File: config.mk
export PLATFORM = sky130hd
export DESIGN_NAME = poisson_noise_inverse_cdf
export DESIGN_NICKNAME = d
export VERILOG_FILES = /design/src/rtl/pnic_pkg.sv /design/src/rtl/pnic_cdf_mem.sv /design/src/rtl/pnic_search.sv /design/src/rtl/pnic_scale.sv /design/src/rtl/poisson_noise_inverse_cdf.sv
export SDC_FILE = /design/constraint.sdc
export NUM_CORES = 2
export LEC_CHECK = 0
export BUFFER_PORTS_ARGS = -buffer_cell sky130_fd_sc_hd__buf_2
export CAP_MARGIN = 20
export CORE_MARGIN = 4
export CORE_UTILIZATION = 60
export CTS_BUF_LIST = sky130_fd_sc_hd__clkbuf_4 sky130_fd_sc_hd__clkbuf_8
export CTS_CLUSTER_DIAMETER = 60
export DETAILED_ROUTE_END_ITERATION = 7
export PLACE_DENSITY = 0.77
export SYNTH_ARGS = -nofsm -noshare
export SYNTH_HDL_FRONTEND = slang
export SYNTH_SLANG_ARGS = --single-unit
export TNS_END_PERCENT = 20
File: constraint.sdc
create_clock -name clk -period 13.71 [get_ports clk]
set_input_delay 2.742 -clock clk [delete_from_list [all_inputs] [get_ports clk]]
set_output_delay 2.742 -clock clk [all_outputs]
set_load 0.02 [all_outputs]
File: src/rtl/pnic_pkg.sv
`default_nettype none
// ----------------------------------------------------------------------------
// pnic_pkg
// Shared types and constants for the Poisson noise inverse-CDF block.
// ----------------------------------------------------------------------------
package pnic_pkg;

    // Default table depth.
    localparam int MAX_BINS_DEF = 64;

    // Fixed field widths.
    localparam int DATA_W   = 16;
    localparam int CNT_W    = 7;
    localparam int IDX_W    = 6;
    localparam int OUT_W    = 24;
    localparam int SUM_W    = DATA_W + 1;
    localparam int PROD_W   = DATA_W + SUM_W;
    localparam int FRAC_W   = 8;
    localparam int CFG_IDX_W = 1;

    localparam logic [OUT_W-1:0] OUT_MAX = {OUT_W{1'b1}};

    // Configuration register reset values.
    localparam logic [DATA_W-1:0] GAIN_RESET = 16'd256;
    localparam logic [CNT_W-1:0]  BINS_RESET = 7'd0;

    // Configuration register indexes.
    localparam logic [CFG_IDX_W-1:0] REG_EXPOSURE_GAIN = 1'b0;
    localparam logic [CFG_IDX_W-1:0] REG_BINS_IN_USE   = 1'b1;

    // Item commands.
    localparam logic CMD_LOAD  = 1'b0;
    localparam logic CMD_PIXEL = 1'b1;

    // Search sequencer states.
    typedef enum logic [1:0] {
        S_IDLE,
        S_SCAN,
        S_HAND
    } srch_state_t;

    // Request from the search sequencer to the scaling stage.
    typedef struct packed {
        logic                valid;
        logic [CNT_W-1:0]    count;
        logic [DATA_W-1:0]   pixel;
    } scale_req_t;

endpackage : pnic_pkg
`default_nettype wire

File: src/rtl/pnic_cdf_mem.sv
`default_nettype none
// ----------------------------------------------------------------------------
// pnic_cdf_mem
// Cumulative-probability table: one write port, one read port, registered
// read data, valid in the cycle after the read.
// ----------------------------------------------------------------------------
module pnic_cdf_mem
    import pnic_pkg::*;
#(
    parameter int MAX_BINS = MAX_BINS_DEF
)
(
    input  wire                          clk,
    input  wire                          wr_en,
    input  wire [$clog2(MAX_BINS)-1:0]   wr_addr,
    input  wire [DATA_W-1:0]             wr_data,
    input  wire                          rd_en,
    input  wire [$clog2(MAX_BINS)-1:0]   rd_addr,
    output logic [DATA_W-1:0]            rd_data
);

    logic [DATA_W-1:0] mem [MAX_BINS];
    logic [DATA_W-1:0] rd_data_reg;

    // Table write.
    always_ff @(posedge clk)
    begin
        if (wr_en)
        begin
            mem[wr_addr] <= wr_data;
        end
    end

    // Registered table read.
    always_ff @(posedge clk)
    begin
        if (rd_en)
        begin
            rd_data_reg <= mem[rd_addr];
        end
    end

    assign rd_data = rd_data_reg;

endmodule : pnic_cdf_mem
`default_nettype wire

File: src/rtl/pnic_search.sv
`default_nettype none
// ----------------------------------------------------------------------------
// pnic_search
// Input sequencer: writes table loads and scans the table for the first bin
// whose CDF entry exceeds the random fraction, one entry per cycle.
// ----------------------------------------------------------------------------
module pnic_search
    import pnic_pkg::*;
#(
    parameter int MAX_BINS = MAX_BINS_DEF
)
(
    input  wire                          clk,
    input  wire                          rst_n,
    // Input channel.
    input  wire                          in_valid,
    output logic                         in_ready,
    input  wire                          command,
    input  wire [IDX_W-1:0]              bin_index,
    input  wire [DATA_W-1:0]             pixel_value,
    input  wire [DATA_W-1:0]             random_fraction,
    // Configuration.
    input  wire [CNT_W-1:0]              bins_in_use,
    // Table ports.
    output logic                         wr_en,
    output logic [$clog2(MAX_BINS)-1:0]  wr_addr,
    output logic                         rd_en,
    output logic [$clog2(MAX_BINS)-1:0]  rd_addr,
    input  wire [DATA_W-1:0]             rd_data,
    // Scaling stage.
    output scale_req_t                   req,
    input  wire                          scale_ready
);

    localparam int AW = $clog2(MAX_BINS);
    localparam int JW = (AW + 1 > CNT_W) ? AW + 1 : CNT_W;
    localparam logic [JW-1:0] MAX_J = JW'(MAX_BINS);

    srch_state_t       state_reg, state_next;
    logic [JW-1:0]     probe_reg, probe_next;
    logic [JW-1:0]     limit_reg, limit_next;
    logic [CNT_W-1:0]  count_reg, count_next;
    logic [DATA_W-1:0] rand_reg, rand_next;
    logic [DATA_W-1:0] pixel_reg, pixel_next;

    logic [JW-1:0]     bins_ext;
    logic [JW-1:0]     limit_in;
    logic [JW-1:0]     idx_ext;
    logic [JW-1:0]     probe_inc;
    logic              in_xfer;

    // Active bin count clipped to the table depth.
    assign bins_ext  = JW'(bins_in_use);
    assign limit_in  = (bins_ext > MAX_J) ? MAX_J : bins_ext;
    assign idx_ext   = JW'(bin_index);
    assign probe_inc = probe_reg + 1'b1;
    assign in_xfer   = in_valid && in_ready;

    // Loads outside the table are dropped.
    assign wr_en   = in_xfer && (command == CMD_LOAD) && (idx_ext < MAX_J);
    assign wr_addr = idx_ext[AW-1:0];

    // State register.
    always_ff @(posedge clk or negedge rst_n)
    begin
        if (!rst_n)
        begin
            state_reg <= S_IDLE;
        end
        else
        begin
            state_reg <= state_next;
        end
    end

    // Item payload and scan position.
    always_ff @(posedge clk)
    begin
        probe_reg <= probe_next;
        limit_reg <= limit_next;
        count_reg <= count_next;
        rand_reg  <= rand_next;
        pixel_reg <= pixel_next;
    end

    // Next state and outputs.
    always_comb
    begin
        state_next = state_reg;
        probe_next = probe_reg;
        limit_next = limit_reg;
        count_next = count_reg;
        rand_next  = rand_reg;
        pixel_next = pixel_reg;
        in_ready   = 1'b0;
        rd_en      = 1'b0;
        rd_addr    = probe_inc[AW-1:0];
        req.valid  = 1'b0;
        req.count  = count_reg;
        req.pixel  = pixel_reg;

        case (state_reg)
            S_IDLE:
            begin
                in_ready = 1'b1;
                if (in_xfer && (command == CMD_PIXEL))
                begin
                    pixel_next = pixel_value;
                    rand_next  = random_fraction;
                    limit_next = limit_in;
                    probe_next = '0;
                    if (limit_in == '0)
                    begin
                        // No active bins: the sample is zero.
                        count_next = '0;
                        state_next = S_HAND;
                    end
                    else
                    begin
                        rd_en      = 1'b1;
                        rd_addr    = '0;
                        state_next = S_SCAN;
                    end
                end
            end

            S_SCAN:
            begin
                // Read data belongs to the entry at probe_reg.
                if (rd_data > rand_reg)
                begin
                    count_next = probe_reg[CNT_W-1:0];
                    state_next = S_HAND;
                end
                else if (probe_inc == limit_reg)
                begin
                    count_next = limit_reg[CNT_W-1:0];
                    state_next = S_HAND;
                end
                else
                begin
                    rd_en      = 1'b1;
                    probe_next = probe_inc;
                end
            end

            S_HAND:
            begin
                req.valid = 1'b1;
                if (scale_ready)
                begin
                    state_next = S_IDLE;
                end
            end

            default:
            begin
                state_next = S_IDLE;
            end
        endcase
    end

endmodule : pnic_search
`default_nettype wire

File: src/rtl/pnic_scale.sv
`default_nettype none
// ----------------------------------------------------------------------------
// pnic_scale
// Applies the Q8.8 exposure gain to pixel plus noise count, saturates the
// integer part to 24 bits and holds the result in the output register.
// ----------------------------------------------------------------------------
module pnic_scale
    import pnic_pkg::*;
(
    input  wire                  clk,
    input  wire                  rst_n,
    input  wire scale_req_t      req,
    output logic                 scale_ready,
    input  wire [DATA_W-1:0]     exposure_gain,
    // Output channel.
    output logic                 out_valid,
    input  wire                  out_ready,
    output logic [OUT_W-1:0]     noisy_pixel,
    output logic [CNT_W-1:0]     noise_count,
    output logic                 saturated
);

    logic                       mul_valid_reg, mul_valid_next;
    logic [PROD_W-1:0]          prod_reg, prod_next;
    logic [CNT_W-1:0]           mul_count_reg, mul_count_next;
    logic                       out_valid_reg, out_valid_next;
    logic [OUT_W-1:0]           noisy_reg, noisy_next;
    logic [CNT_W-1:0]           count_reg, count_next;
    logic                       sat_reg, sat_next;

    logic [SUM_W-1:0]           sum;
    logic [PROD_W-FRAC_W-1:0]   scaled;
    logic                       take_req;
    logic                       load_out;

    assign scale_ready = !mul_valid_reg;
    assign take_req    = req.valid && !mul_valid_reg;
    assign load_out    = mul_valid_reg && (!out_valid_reg || out_ready);

    // Multiply stage.
    assign sum    = SUM_W'(req.pixel) + SUM_W'(req.count);
    assign scaled = prod_reg[PROD_W-1:FRAC_W];

    always_comb
    begin
        mul_valid_next = mul_valid_reg;
        prod_next      = prod_reg;
        mul_count_next = mul_count_reg;
        if (load_out)
        begin
            mul_valid_next = 1'b0;
        end
        if (take_req)
        begin
            mul_valid_next = 1'b1;
            prod_next      = PROD_W'(exposure_gain) * PROD_W'(sum);
            mul_count_next = req.count;
        end
    end

    // Saturation into the output register.
    always_comb
    begin
        out_valid_next = out_valid_reg;
        noisy_next     = noisy_reg;
        count_next     = count_reg;
        sat_next       = sat_reg;
        if (out_valid_reg && out_ready)
        begin
            out_valid_next = 1'b0;
        end
        if (load_out)
        begin
            out_valid_next = 1'b1;
            sat_next       = scaled[PROD_W-FRAC_W-1];
            noisy_next     = scaled[PROD_W-FRAC_W-1] ? OUT_MAX : scaled[OUT_W-1:0];
            count_next     = mul_count_reg;
        end
    end

    // Control registers.
    always_ff @(posedge clk or negedge rst_n)
    begin
        if (!rst_n)
        begin
            mul_valid_reg <= 1'b0;
            out_valid_reg <= 1'b0;
        end
        else
        begin
            mul_valid_reg <= mul_valid_next;
            out_valid_reg <= out_valid_next;
        end
    end

    // Payload registers.
    always_ff @(posedge clk)
    begin
        prod_reg      <= prod_next;
        mul_count_reg <= mul_count_next;
        noisy_reg     <= noisy_next;
        count_reg     <= count_next;
        sat_reg       <= sat_next;
    end

    assign out_valid   = out_valid_reg;
    assign noisy_pixel = noisy_reg;
    assign noise_count = count_reg;
    assign saturated   = sat_reg;

endmodule : pnic_scale
`default_nettype wire

File: src/rtl/poisson_noise_inverse_cdf.sv
`default_nettype none
// ----------------------------------------------------------------------------
// poisson_noise_inverse_cdf
// Adds Poisson noise to pixels by inverse-CDF table lookup and applies a
// Q8.8 exposure gain, saturating the result to 24 bits.
// ----------------------------------------------------------------------------
// Usage:
//   The input channel carries two kinds of items. A load item (command 0)
//   writes one CDF entry into the table and gives no result. A pixel item
//   (command 1) scans the table from bin 0, one entry per cycle through the
//   single read port, until an entry exceeds the random fraction or the
//   active bin count is reached.
//   The output channel gives one transfer per pixel item.
//   The input channel takes no new item until a pixel's scan has ended
//   and its result has been handed to the scaling stage.
//   The configuration channel is always ready and writes exposure_gain
//   (index 0) or bins_in_use (index 1, low 7 bits of the data).
//   Reset sets the gain to 1.0 and the bin count to zero; table entries
//   hold nothing until loaded and must be loaded before a scan reaches them.
//   A result that waits in the output register does not block loads or the
//   scan of the next pixel; only its move into the output register waits.
// ----------------------------------------------------------------------------
module poisson_noise_inverse_cdf
    import pnic_pkg::*;
#(
    parameter int MAX_BINS = MAX_BINS_DEF
)
(
    input  wire                  clk,
    input  wire                  rst_n,
    // Configuration channel.
    input  wire                  cfg_valid,
    output logic                 cfg_ready,
    input  wire [CFG_IDX_W-1:0]  cfg_index,
    input  wire [DATA_W-1:0]     cfg_data,
    // Input channel.
    input  wire                  in_valid,
    output logic                 in_ready,
    input  wire                  command,
    input  wire [IDX_W-1:0]      bin_index,
    input  wire [DATA_W-1:0]     cdf_value,
    input  wire [DATA_W-1:0]     pixel_value,
    input  wire [DATA_W-1:0]     random_fraction,
    // Output channel.
    output logic                 out_valid,
    input  wire                  out_ready,
    output logic [OUT_W-1:0]     noisy_pixel,
    output logic [CNT_W-1:0]     noise_count,
    output logic                 saturated
);

    localparam int AW = $clog2(MAX_BINS);

    logic [DATA_W-1:0] gain_reg, gain_next;
    logic [CNT_W-1:0]  bins_reg, bins_next;

    logic              wr_en;
    logic [AW-1:0]     wr_addr;
    logic              rd_en;
    logic [AW-1:0]     rd_addr;
    logic [DATA_W-1:0] rd_data;
    scale_req_t        req;
    logic              scale_ready;

    // Configuration registers.
    assign cfg_ready = 1'b1;

    always_comb
    begin
        gain_next = gain_reg;
        bins_next = bins_reg;
        if (cfg_valid && cfg_ready)
        begin
            case (cfg_index)
                REG_EXPOSURE_GAIN: gain_next = cfg_data;
                REG_BINS_IN_USE:   bins_next = cfg_data[CNT_W-1:0];
                default:           gain_next = gain_reg;
            endcase
        end
    end

    always_ff @(posedge clk or negedge rst_n)
    begin
        if (!rst_n)
        begin
            gain_reg <= GAIN_RESET;
            bins_reg <= BINS_RESET;
        end
        else
        begin
            gain_reg <= gain_next;
            bins_reg <= bins_next;
        end
    end

    // CDF table.
    pnic_cdf_mem #(
        .MAX_BINS (MAX_BINS)
    ) u_cdf_mem (
        .clk     (clk),
        .wr_en   (wr_en),
        .wr_addr (wr_addr),
        .wr_data (cdf_value),
        .rd_en   (rd_en),
        .rd_addr (rd_addr),
        .rd_data (rd_data)
    );

    // Load handling and table scan.
    pnic_search #(
        .MAX_BINS (MAX_BINS)
    ) u_search (
        .clk             (clk),
        .rst_n           (rst_n),
        .in_valid        (in_valid),
        .in_ready        (in_ready),
        .command         (command),
        .bin_index       (bin_index),
        .pixel_value     (pixel_value),
        .random_fraction (random_fraction),
        .bins_in_use     (bins_reg),
        .wr_en           (wr_en),
        .wr_addr         (wr_addr),
        .rd_en           (rd_en),
        .rd_addr         (rd_addr),
        .rd_data         (rd_data),
        .req             (req),
        .scale_ready     (scale_ready)
    );

    // Gain, saturation and output register.
    pnic_scale u_scale (
        .clk           (clk),
        .rst_n         (rst_n),
        .req           (req),
        .scale_ready   (scale_ready),
        .exposure_gain (gain_reg),
        .out_valid     (out_valid),
        .out_ready     (out_ready),
        .noisy_pixel   (noisy_pixel),
        .noise_count   (noise_count),
        .saturated     (saturated)
    );

endmodule : poisson_noise_inverse_cdf
`default_nettype wire
After elaboration in Yosys (flattened, before gate mapping)
Memory sizes are Yosys's and may differ from the RTL's. A register that Yosys moved wholly into a read port is not among the register bits.
Index checks and enable logic that the tools add are counted.
Widths: inputs -> output; s select.
{ "totals": {"inputBits": 77, "wordCells": 86, "mem_bits_rw": 1024, "latch_bits": 0, "mem_count": 1, "romBits": 0, "reg_bits": 152, "out_inout_bits": 35} }
{ "classes": {"reduce_logical": 21, "n_shift": 0, "muxes": 32, "n_mul": 1, "addsub": 2, "div": 0, "n_eq_ne": 9, "n_bitwise": 2, "magnitude_cmp": 3} }
{ "memory_table": {"columns": ["memory", "depth", "word_bits", "read_ports", "rd_clocked_by_memory_dff", "write_ports", "line", "source"], "rows": [
  ["u_cdf_mem.mem", 64, 16, 1, 1, 1, "pnic_cdf_mem.sv:22", "logic [DATA_W-1:0] mem [MAX_BINS];"]
]} }
{ "op_table": {"columns": ["cell", "count"], "rows": [
  ["$mux 7", 8],
  ["$mul 16x17->33", 1],
  ["$pmux 7 s2", 2],
  ["$mux 6", 3],
  ["$add 16x7->17", 1],
  ["$gt 16x16->1", 1],
  ["$mux 1", 12],
  ["$mux 2", 5],
  ["$reduce_and 4->1", 2],
  ["$add 7x1->7 const B", 1],
  ["$eq 7x7->1", 1],
  ["$gt 7x7->1 const B", 1],
  ["$logic_and 1x1->1", 7],
  ["$logic_not 7->1", 1],
  ["$lt 6x7->1 const B", 1],
  ["$ne 2x2->1 const B", 3],
  ["$pmux 2 s3", 1],
  ["$reduce_and 2->1", 3],
  ["$reduce_bool 2->1", 3],
  ["$ne 2x1->1 const B", 2],
  ["$ne 3x1->1 const B", 1],
  ["$reduce_and 3->1", 1],
  ["$eq 2x1->1 const B", 1],
  ["$eq 2x2->1 const B", 1],
  ["other kinds (5)", 7]
]} }

Depth between registers and ports, before layout
{ "depth": {"ltp_word": 7, "ltp_mapped": 34, "mapped_depth_nobuf": 32} }

Hierarchy
Synthesis repeated with hierarchy kept, for this count alone.
{ "unflattened": {"cells_unflattened": 3488, "area_unflattened_um2": 56842.0} }
{ "by_module_without_submodules": {"columns": ["mod", "seq_area_each_um2", "cells_each", "area_per_inst_um2", "n_inst"], "rows": [
  ["pnic_cdf_mem", 31230.0, 1829, 40202.3, 1],
  ["pnic_scale", 1971.9, 1406, 13038.8, 1],
  ["pnic_search", 1641.6, 201, 2680.1, 1],
  ["poisson_noise_inverse_cdf", 576.8, 52, 920.9, 1]
]} }

Worst setup path after synthesis
OpenSTA, ideal clock, no wires.
{ "synth_timing": {"path_kind": "register -> register", "from": "register u_search.count_reg[0]", "to": "register u_scale.prod_reg[32], data pin", "arrival_time_ns": 7.804, "period_less_slack_ns": 8.064, "path_buffers": 2, "required_time_ns": 13.450, "setup_slack_ns": 5.646, "setup_ns": 0.260, "path_stages_with_launch": 33, "path_cell_list": "edfxtp_1 -> ha_1 -> inv_1 -> fa_1 -> nor2b_1 -> o21ai_0 -> a21boi_0 -> o21a_1 -> o21ai_0 -> a21oi_1 -> nand2_1 -> xnor2_1 -> clkbuf_1 -> nand2_1 -> fa_1 -> fa_1 -> fa_1 -> inv_1 -> fa_1 -> fa_1 -> inv_1 -> fa_1 -> inv_1 -> ha_1 -> clkbuf_1 -> a21oi_1 -> o21ai_0 -> a2111oi_0 -> a21oi_1 -> a221oi_2 -> o211ai_1 -> a21oi_1 -> xnor2_1"} }
{ "synth_via": {"elab_chain_len": 2} }
{ "synth_lines": {"columns": ["item", "line", "source"], "rows": [
  ["start: declaration", "pnic_search.sv:42", "logic [CNT_W-1:0] count_reg, count_next;"],
  ["start signal: assignment", "pnic_search.sv:81", "count_reg <= count_next;"],
  ["$add 16x7->17", "pnic_scale.sv:41", "assign sum = SUM_W'(req.pixel) + SUM_W'(req.count);"],
  ["$mul 16x17->33", "pnic_scale.sv:56", "prod_next = PROD_W'(exposure_gain) * PROD_W'(sum);"],
  ["end signal: assignment", "pnic_scale.sv:99", "prod_reg <= prod_next;"],
  ["end: declaration", "pnic_scale.sv:24", "logic [PROD_W-1:0] prod_reg, prod_next;"]
]} }
No other way between the ends.
A chain may end at the register's enable or synchronous reset.

Worst setup path in the final report
{ "layout_timing": {"from": "register u_search.pixel_reg[0]", "to": "register u_scale.prod_reg[32], data pin"} }
{ "layout_via": {"elab_chain_len": 2} }
{ "layout_lines": {"columns": ["item", "line", "source"], "rows": [
  ["start: declaration", "pnic_search.sv:44", "logic [DATA_W-1:0] pixel_reg, pixel_next;"],
  ["start signal: assignment", "pnic_search.sv:83", "pixel_reg <= pixel_next;"],
  ["$add 16x7->17", "pnic_scale.sv:41", null],
  ["$mul 16x17->33", "pnic_scale.sv:56", null]
]} }
No other way between the ends.

==> results by group <==
Status
  • Status: finished with violations
  • Violated checks: design-rule violations

Die
  • Core area: 90,560 µm²
  • Row count: 110
  • IO Pins: 112
  • DIE AREA: 96,860 µm²
  • Initial Util: 60.92%
  • Die Height: 311.2 µm
  • Die X: 311.2 µm

Clock tree
  • CTS root buf: clkbuf_8
  • Hold-fix buffer count after cts: 0
  • Clock buffer count from CTS: 182
  • Clock sinks: 1,184
  • Clk_lat worst skew: 850 ps
  • TritonCTS clock tree: yes
  • Htree depth: 4
  • Post_cts resized: 0
  • Clock Tree Buf Depth: 3
  • Postcts setup bufs: 0
  • CTS clk-pin slew, worst paths: 60 ps

STA
  • Worst Tran Pin Value: 1073 ps
  • Hold Vio Cnt, Final: 0
  • Fmax: 105.4 MHz
  • Setup TNS: 0 ps
  • Setup Skew: 47.36 ps
  • Min cycle time layout: 9490 ps
  • Slew HR: 28.45%
  • Final setup fails: 0
  • Final Max Tran Viols: 0
  • Unrepaired setup endpoints after global routing: false
  • Final period util: 69.22%
  • Final hold slack: 412.8 ps

Detailed routing
  • Pre-Repair DR Iteration Count: 8
  • DRC errors left: 2
  • Vias after detailed routing: 32,847
  • DRT antenna net count: 0
  • DRT iter0 DRCs: 4,250
  • Vias/cell: 6.217
  • Routed WL: 134.2 mm
  • WL/cell: 25.39 µm

Critical path
  • Worst Path Required: 14,280 ps
  • Crit path launch type: register
  • Crit. End Element: register
  • CP peak stage delay: 910 ps
  • CP arrival: 10,060 ps
  • Critical Path Fanout Max: 9
  • CP Class: register to register
  • Top cell by count, worst path: fa_1
  • Critical Path Slowest Stage Cell: a2111oi_0

Synth
  • Most common cell in the netlist: edfxtp_1
  • Synth Flop Type: edfxtp_1
  • Async set-reset flop share out of synthesis: 2.280%
  • Sequential share of the synthesized area: 64.20%
  • Syn avg cell area: 14.56 µm²
  • Post-synthesis cell type count: 69
  • Post-synth EDFFs: 1,157
  • Cell Area, Synth: 55,170 µm²
  • Synthesized Nets: 4,200
  • Synth top area share: 62.98%
  • Main area contributors after synthesis: edfxtp_1 (63%), fa_1 (7.5%), nand2_1 (3.5%), mux4_2 (3.1%), ha_1 (2.9%)
  • Flops & latches, synth: 1,184
  • Cells after Synth: 3,789
  • Synthesis warning total: 0
  • Synth area leader: edfxtp_1
  • Post-synth top cells: edfxtp_1 (1,157), nand2_1 (519), inv_1 (260), fa_1 (208), mux2i_1 (151)

Finish
  • Post-Layout Cell Count: 5,283
  • Nets: 4,385
  • Post-route core utilization: 66.99%
  • Max reg flops: 1,024
  • Fraction of layout cells with a size suffix above 1: 17.13%
  • Layout area overhead: 9.968%

Global routing
  • Initial antenna violation count: 4
  • GRT Util Overall: 27.82%
  • Vias in the first global route: 33,123
  • Largest net degree at the start of global routing: 159
  • First-pass GRT wire length: 204.0 mm
  • Remaining Overflow, GRT: 0

Run
  • Max-cap violations: 0

Placed design
  • IO Port Bufs: 110
  • Hpwl dp: 81.83 mm
  • Final GP Congestion: 0.9053
  • Post-placement cell count: 4,964

Worst hold path
  • Hold WC Path Type: register to register
[stage by stage]
| step | area, µm² | worst slack [ps] |
|---|---|---|
| 2_1_floorplan | 55170 | 5646 |
| 3_3_place_gp | 57160 | 4644 |
| 3_5_place_dp | 57170 | 4399 |
| 4_1_cts | 60630 | 4343 |
| 5_1_grt | 60670 | 3631 |
| 6_report | 60670 | 4220 |
[per-layer routing]
metal | global-route usage, % | share of wire [%] | vias to the layer above
met4 | 11.78 | 4.3 | 2
met1 | 38.64 | 39 | 16434
met2 | 42.80 | 46 | 1853
met3 | 6.693 | 11 | 343
met5 | 0 | 0.0067 | -
li1 | - | - | 14215
[cells in the final DEF, fill, tap and decap left out, drive strengths merged, types with 69 or more instances in the layout]
cell | netlist | routed
mux2 | 69 | 69
inv | 260 | 269
a21oi | 111 | 111
buf | 94 | 207
nor2 | 153 | 153
mux4 | 76 | 76
ha | 126 | 126
edfxtp | 1157 | 1157
clkbuf | 112 | 252
and2 | 111 | 111
nand2 | 520 | 520
mux2i | 151 | 151
nand3 | 94 | 94
fa | 208 | 208
o21ai | 86 | 86
[cell families after synthesis]
family | after synthesis | synth area share (%)
other | 1 | 0.006797
buffers and inverters | 466 | 3.488
AO/OA/AOI/OAI | 479 | 5.906
flip-flops | 1184 | 64.20
XOR/XNOR | 46 | 0.7303
AND/OR/NAND/NOR | 983 | 8.008
multiplexers | 296 | 7.251
adder cells (fa/ha/maj) | 334 | 10.41
[final timing paths]
path	start	end	slack (ps)	cells past startpoint
setup reg to reg	u_search.pixel_reg[0]	u_scale.prod_reg[32]	4220	30
hold / removal	u_scale.mul_count_reg[6]	u_scale.noise_count[6]	410	0
setup / recovery	u_search.pixel_reg[0]	u_scale.prod_reg[32]	4220	30
hold reg to reg	u_scale.mul_count_reg[6]	u_scale.noise_count[6]	410	0
min in group asynchronous	rst_n	gain_reg[1]	2010	1
max in group asynchronous	rst_n	u_search.state_reg[0]	11180	1
[area by class of cell]
type / count / area, µm²
clock buffer: 252 / 3055
multi-input combinational: 2139 / 17970
timing repair buffer: 207 / 1364
tap: 1176 / 1471
fill: 6151 / 29890
antenna: 4 / 10.01
sequential: 1184 / 35420
clock inverter: 61 / 397.9
inverter: 260 / 975.9
[critical path, delay by kind of cell, from the launching register on]
kind | cells | cell delay, ps
adder cells (fa/ha/maj) | 9 | 3830
buffers and inverters | 5 | 500
AO/OA/AOI/OAI | 12 | 3780
XOR/XNOR | 2 | 570
AND/OR/NAND/NOR | 2 | 160
flip-flops | 1 | 380
Power is left out: the tool's default activity adds up to more than one toggle a clock period on the data nets, which glitch-free logic cannot reach.
